<file path="config.mk">
export PLATFORM = sky130hd
export DESIGN_NAME = khm_ram
export DESIGN_NICKNAME = d
export VERILOG_FILES = /design/src/khm_ram.sv
export SDC_FILE = /design/constraint.sdc
export NUM_CORES = 1
export LEC_CHECK = 0
export BUFFER_PORTS_ARGS = -buffer_cell sky130_fd_sc_hd__buf_2
export CAP_MARGIN = 0
export CORE_MARGIN = 4
export CORE_UTILIZATION = 50
export CTS_CLUSTER_DIAMETER = 60
export DETAILED_ROUTE_END_ITERATION = 10
export GPL_ROUTABILITY_DRIVEN = 0
export GPL_TIMING_DRIVEN = 0
export PLACE_DENSITY_LB_ADDON = 0.12
export SLEW_MARGIN = 20
export SYNTH_ARGS = -nofsm -noshare
export SYNTH_HDL_FRONTEND = slang
export SYNTH_SLANG_ARGS = --single-unit
</file>
<file path="constraint.sdc">
create_clock -name clk_i -period 3.1 [get_ports clk_i]
set_clock_uncertainty 0.2 [all_clocks]
set_input_delay 0.62 -clock clk_i [delete_from_list [all_inputs] [get_ports clk_i]]
set_output_delay 0.62 -clock clk_i [all_outputs]
set_load 0.01 [all_outputs]
</file>
<file path="src/khm_ram.sv">
// Generic single-port-write, single-read RAM with registered read data.
module khm_ram #(
  parameter int unsigned Width = 8,
  parameter int unsigned Depth = 16
) (
  input  logic                     clk_i,
  input  logic                     we_i,
  input  logic [$clog2(Depth)-1:0] waddr_i,
  input  logic [Width-1:0]         wdata_i,
  input  logic [$clog2(Depth)-1:0] raddr_i,
  output logic [Width-1:0]         rdata_o
);
  logic [Width-1:0] mem_q [Depth];

  always_ff @(posedge clk_i) begin
    if (we_i) begin
      mem_q[waddr_i] <= wdata_i;
    end
    rdata_o <= mem_q[raddr_i];
  end
endmodule

</file>
==> metrics.cfg, run 1 <==
[clock_network]
htreeDepth=4
post_cts_resize_count=0
cts.path.max_buffers=2
clk_pin_slew_ns=0.06
cts_setup_buffers=0
cts_hold_buf=0
root_buffer=clkbuf_8
clock-sinks=136
clock_latency_ns=0.52
cts_tree=done
cts_buffers=17

[layout]
num_antenna_cells=0
stdcell_count=418
final_area_sq_um=6020
final_core_util_pct=60.7
fillers=705
regArea_sq_um=4000
multi_input_area_sq_um=1080
area_growth_pct=16.9
final_nets=290
drive_gt1_share_pct=29.8

[sta]
min_period_over_period_pct=63.3
rsz0062_at_grt=false
min_period_ns=1.96
max_freq_mhz=510
setup_viol=0
finalMaxSlewViolations=0
hold_viol=0
fin_tns_setup_ns=0
slew_headroom_pct=45.9
worst_slew_pin_slew_ns=0.809

[synthesis]
synth_compound_area_share_pct=2.33
synth-seq-cells=136
ys_seq_area_share_pct=77.8
yosysWarningCount=0
syn_nets=247
synth_top_family_by_area=multiplexers
synthMuxAreaShare_pct=15.0
netlist_area_sq_um=5150
synthSimpleGateAreaFrac_pct=3.18
avgSynthCellArea_sq_um=22.5
synth_xor_area_share_pct=0
ys_types=19
synthAdderAreaFrac_pct=0
synthCells=229

[critical_path]
crit_type=input port to flip-flop
worstPathRequired_ns=3.05
arrival_ns=1.91
setup.worst_path.start_class=input port
crit-reg2reg-launch=mem_q[8][4]
crit_path_end_kind=flip-flop
cp_max_fo=8
cp-startpoint=waddr_i[2]

[placement]
io_buffers=24
dp_hpwl_mm=6.13
placed_area_sq_um=5450
dp.cells=386

[floorplanning]
io_pins=26
fp.dieW_microns=109
rows=36
die_area_sq_um=12000
die_h_microns=109
start_util_pct=51.9
core_sq_um=9910

[worst_hold_path]
hold_path_class=input port to flip-flop
min-delay-start=wdata_i[5]

[detailed_routing]
top_layer_used=met4
drt-initial-drc-count=172
via_per_inst=5.58
met3_length_microns=672
drc=0
drt_first_pass_iters=4
finalWirelength_mm=9.63
vias=2331
dr_wl_met2_mm=4.56
antenna_left=0
wire_per_inst_microns=23.0
wl_met1_mm=4.22

[grt]
antenna_found_initial=0
grt_pass1_wl_mm=14.5
grt.overflow.total=0
grt_usage_pct=18.1
grt_pass1_vias=2402
grt_max_degree=17

[power_and_ir_drop]
p_leak_nw=2.03
p_per_area_nw_per_um2=685
peakVddDrop_v=0.000377

[flow_run]
cap_violations=0

[outcome]
outcome=complete, no violations

synthesized netlist by cell type:
| master | number | area, sq um |
|---|---|---|
| buf_4 | 1 | 7.51 |
| edfxtp_1 | 128 | 3840 |
| mux4_1 | 14 | 368 |
| nand2_1 | 9 | 33.8 |
| nor3_1 | 4 | 20.0 |
| buf_2 | 3 | 15.0 |
| nand2b_1 | 2 | 12.5 |
| nor2_1 | 13 | 48.8 |
| nand3b_1 | 2 | 15.0 |
| a22oi_1 | 16 | 120 |
| and2b_1 | 1 | 7.51 |
| or3b_2 | 1 | 8.76 |
| nand3_1 | 1 | 5.00 |
| dfxtp_1 | 8 | 160 |
| mux4_2 | 18 | 405 |
| and2_1 | 1 | 6.26 |
| nor2b_1 | 1 | 6.26 |
| clkdlybuf4s25_2 | 3 | 30.0 |
| buf_6 | 3 | 33.8 |
metal layers:
| layer | global-route usage [%] | up-vias |
|---|---|---|
| met3 | 7.52 | 18 |
| met2 | 26.2 | 68 |
| li1 | - | 1056 |
| met5 | 0 | - |
| met4 | 7.48 | 0 |
| met1 | 24.6 | 1189 |
final cells by class:
type	count	area share, %
Clock inverter	6	0.520
Multi-Input combinational cell	83	17.9
Clock buffer	26	8.84
Buffer	10	1.43
Timing Repair Buffer	24	2.00
Sequential cell	136	66.5
Tap cell	133	2.77
cells by family after synthesis:
family	after synthesis
mux	32
compound gates	16
simple gates	35
flops	136
buf+inv	10
worst paths after layout:
kind | endpoint | slack (ns) | cells after the start
hold reg to reg | rdata_o[2] | 0.47 | 3
setup reg to reg | rdata_o[4] | 1.43 | 3
hold / removal | mem_q[10][5] | 0.31 | 1
setup / recovery | mem_q[2][3] | 1.14 | 3
through the flow:
step	power [mW]	setup WS (ns)	hold WS (ns)
finish	4.12	1.14	0.306
detailed placement	2.31	0.607	0.471
global route	4.25	1.09	0.292
global placement	2.30	0.214	0.467
floorplan	2.21	0.787	0.429
CTS	4.15	1.12	0.286
where the power goes:
group          total (mW)  switching [mW]  leakage [nW]  internal (mW)
Sequential           2.07         0.00994          1.22           2.06
Clock                1.86           0.692         0.284           1.16
Combinational       0.199           0.117         0.520         0.0817
registers in the layout, indices dropped and copies added, names as in the netlist:
register,cells
mem_q,128
rdata_o,8
worst max-delay path, cell delays in order:
cell	delay, ns
buf_2	0.13
or3b_2	0.52
nor2_1	0.64
cell usage in the layout, fill, tap and decap left out, drive strengths merged:
cell           synthesis  final
clkdlybuf4s25          3      3
nor2                  13     13
nand2                  9      9
nand3                  1      1
or3b                   1      1
inv                    0      1
and2b                  1      1
buf                    7     31
mux4                  32     32
edfxtp               128    128
nor2b                  1      1
and2                   1      1
clkbuf                 0     26
a22oi                 16     16
nand3b                 2      2
clkinv                 0      5
nor3                   4      4
nand2b                 2      2
dfxtp                  8      8
Note: power is estimated with default switching activity, not from simulation.
==> inputs of run 2 (changes only) <==
clock period = 1.65 ns   (was 3.1 ns; I/O delays follow)
==> metrics.cfg, run 2 (synthesized netlist as in run 1, its figures left out) <==
[clock_network]
clock-sinks=136  ; unchanged
root_buffer=clkbuf_8
cts_buffers=17  ; unchanged
clk_pin_slew_ns=0.06  ; about the same
cts_setup_buffers=0  ; unchanged
htreeDepth=4  ; unchanged
clock_latency_ns=0.52  ; about the same
cts.path.max_buffers=2  ; unchanged
cts_tree=done

[floorplanning]
start_util_pct=51.9  ; unchanged
core_sq_um=9910  ; unchanged
rows=36  ; unchanged
io_pins=26  ; unchanged
die_h_microns=109  ; unchanged
die_area_sq_um=12000  ; unchanged
fp.dieW_microns=109  ; unchanged

[critical_path]
worstPathRequired_ns=1.85  ; -1.20 ns
path_buf_inv=0  ; -1
path_cells=mux4_1 > a22oi_2 > nand2_1
r2r-end=rdata_o[0]
crit_path_end_kind=flip-flop
arrival_ns=1.76  ; -0.15 ns
setup.worst_path.start_class=flip-flop
slowest_delay_ns=0.52  ; -0.12 ns
crit_type=flip-flop to flip-flop
ff2ff_setup_slack_ns=0.09  ; -1.34 ns
crit_end=rdata_o[0]
cpMaxStageDelayCell=mux4_1
cp_max_fo=1  ; -7
crit-reg2reg-launch=mem_q[1][0]
worstSetupPathDepth=3  ; unchanged
path_delay_family=multiplexers
cp-startpoint=mem_q[1][0]
r2r_cells=3  ; unchanged

[power_and_ir_drop]
p_leak_nw=2.10  ; +3.7%
power.total_mw=8.78  ; +110%
peakVddDrop_v=0.00135  ; +260%
p_per_area_nw_per_um2=1410  ; +110%

[grt]
busiest_layer=met1
grt_pass1_wl_mm=14.6  ; +0.81%
grt_pass1_vias=2376  ; -1.1%
grt.overflow.total=0  ; unchanged
antenna_found_initial=0  ; unchanged
grt_use_met1_pct=26.7  ; +2.1 points
use_met3_pct=5.17  ; -2.3 points
grt_max_degree=17  ; unchanged
grt_usage_pct=18.2  ; +0.071 points
use_met2_pct=25.5  ; -0.65 points

[detailed_routing]
drt-initial-drc-count=174  ; +1.2%
finalWirelength_mm=9.65  ; +0.29%
antenna_left=0  ; unchanged
vias=2366  ; +1.5%
drt_first_pass_iters=5  ; +1
via_per_inst=5.63  ; +1.0%
drc=0  ; unchanged
wire_per_inst_microns=23.0  ; -0.19%

[sta]
min_period_over_period_pct=94.7
setup_viol=0  ; unchanged
min_period_ns=1.56
slew_headroom_pct=44.5  ; -1.4 points
fin_hold_ws_ns=0.0180  ; -0.288 ns
worst_slew_pin_slew_ns=0.829  ; +0.0205 ns
rsz0062_at_grt=false
max_freq_mhz=640
finalMaxSlewViolations=0  ; unchanged
timing.final.ws_setup_ns=0.0873  ; -1.05 ns
hold_viol=0  ; unchanged
fin_tns_setup_ns=0  ; unchanged

[layout]
area_growth_pct=20.9
biggestRegsByFlops=mem_q (128), rdata_o (8)
final_common_cell=edfxtp_1
final_nets=292  ; +0.69%
final_core_util_pct=62.8  ; +2.1 points
layout_common_cells=128 x edfxtp_1, 27 x buf_2, 18 x mux4_2
largest-register=mem_q
final_area_sq_um=6220  ; +3.4%
largest_reg_flops=128  ; unchanged
fillers=671  ; -4.8%
num_antenna_cells=0  ; unchanged
stdcell_count=420  ; +0.48%
drive_gt1_share_pct=32.1  ; +2.2 points

[worst_hold_path]
hold_path_class=input port to flip-flop

[placement]
dp.cells=386  ; unchanged
dp_hpwl_mm=6.02  ; -1.8%
dp_slack_ns=-0.364  ; -0.971 ns
placed_area_sq_um=5480  ; +0.44%
io_buffers=24  ; unchanged

[flow_run]
cap_violations=0  ; unchanged

[outcome]
outcome=complete, no violations

-- run 2: cell types whose count changed in the layout (fill, tap and decap cells not counted), sizes merged --
cell / change
bufinv: +8
clkbuf: -6
clkinv: -3
clkinvlp: +1
dlygate4sd3: +2
-- run 2: layer usage --
| metal | vias up | routed length (microns) | share of wire [%] |
|---|---|---|---|
| li1 | 1068 | - | - |
| met1 | 1215 | 4300 | 45 |
| met2 | 76 | 4550 | 47 |
| met3 | 7 | 676 | 7.0 |
| met4 | 0 | 134 | 1.4 |
| met5 | - | 0 | 0 |
-- run 2: layout make-up --
cell class                      count  area [sq um]  share of cell area [%]
Sequential cell                   136          4000                    64.3
Multi-Input combinational cell     83          1100                    17.7
Clock buffer                       20           445                    7.16
Clock inverter                     12           269                    4.32
Tap cell                          133           166                    2.67
Timing Repair Buffer               26           140                    2.25
Buffer                             10          93.8                    1.51
-- run 2: worst min-delay path by stage --
stage                               to  slack [ns]  cells after the start         start
final                      mem_q[2][7]        0.02                      1    wdata_i[7]
after global routing      mem_q[15][2]        0.02                      1    wdata_i[2]
after CTS                  mem_q[2][7]       0.002                      1    wdata_i[7]
after detailed placement    rdata_o[1]        0.47                      3   mem_q[8][1]
after global placement      rdata_o[1]        0.46                      3  mem_q[11][1]
after floorplan            mem_q[0][0]        0.23                      0    wdata_i[0]
-- run 2: power breakdown --
group,internal [mW],switching (mW)
sequential,3.86,0.0164
combinational,0.162,0.227
clock,3.15,1.36
-- run 2: timing repair --
action | in CTS | in global routing
endpoints found under the hold margin | 4 | 0
resized for setup | 1 | 1
hold buffers | 2 | 0
endpoints found under the setup margin | 1 | 1
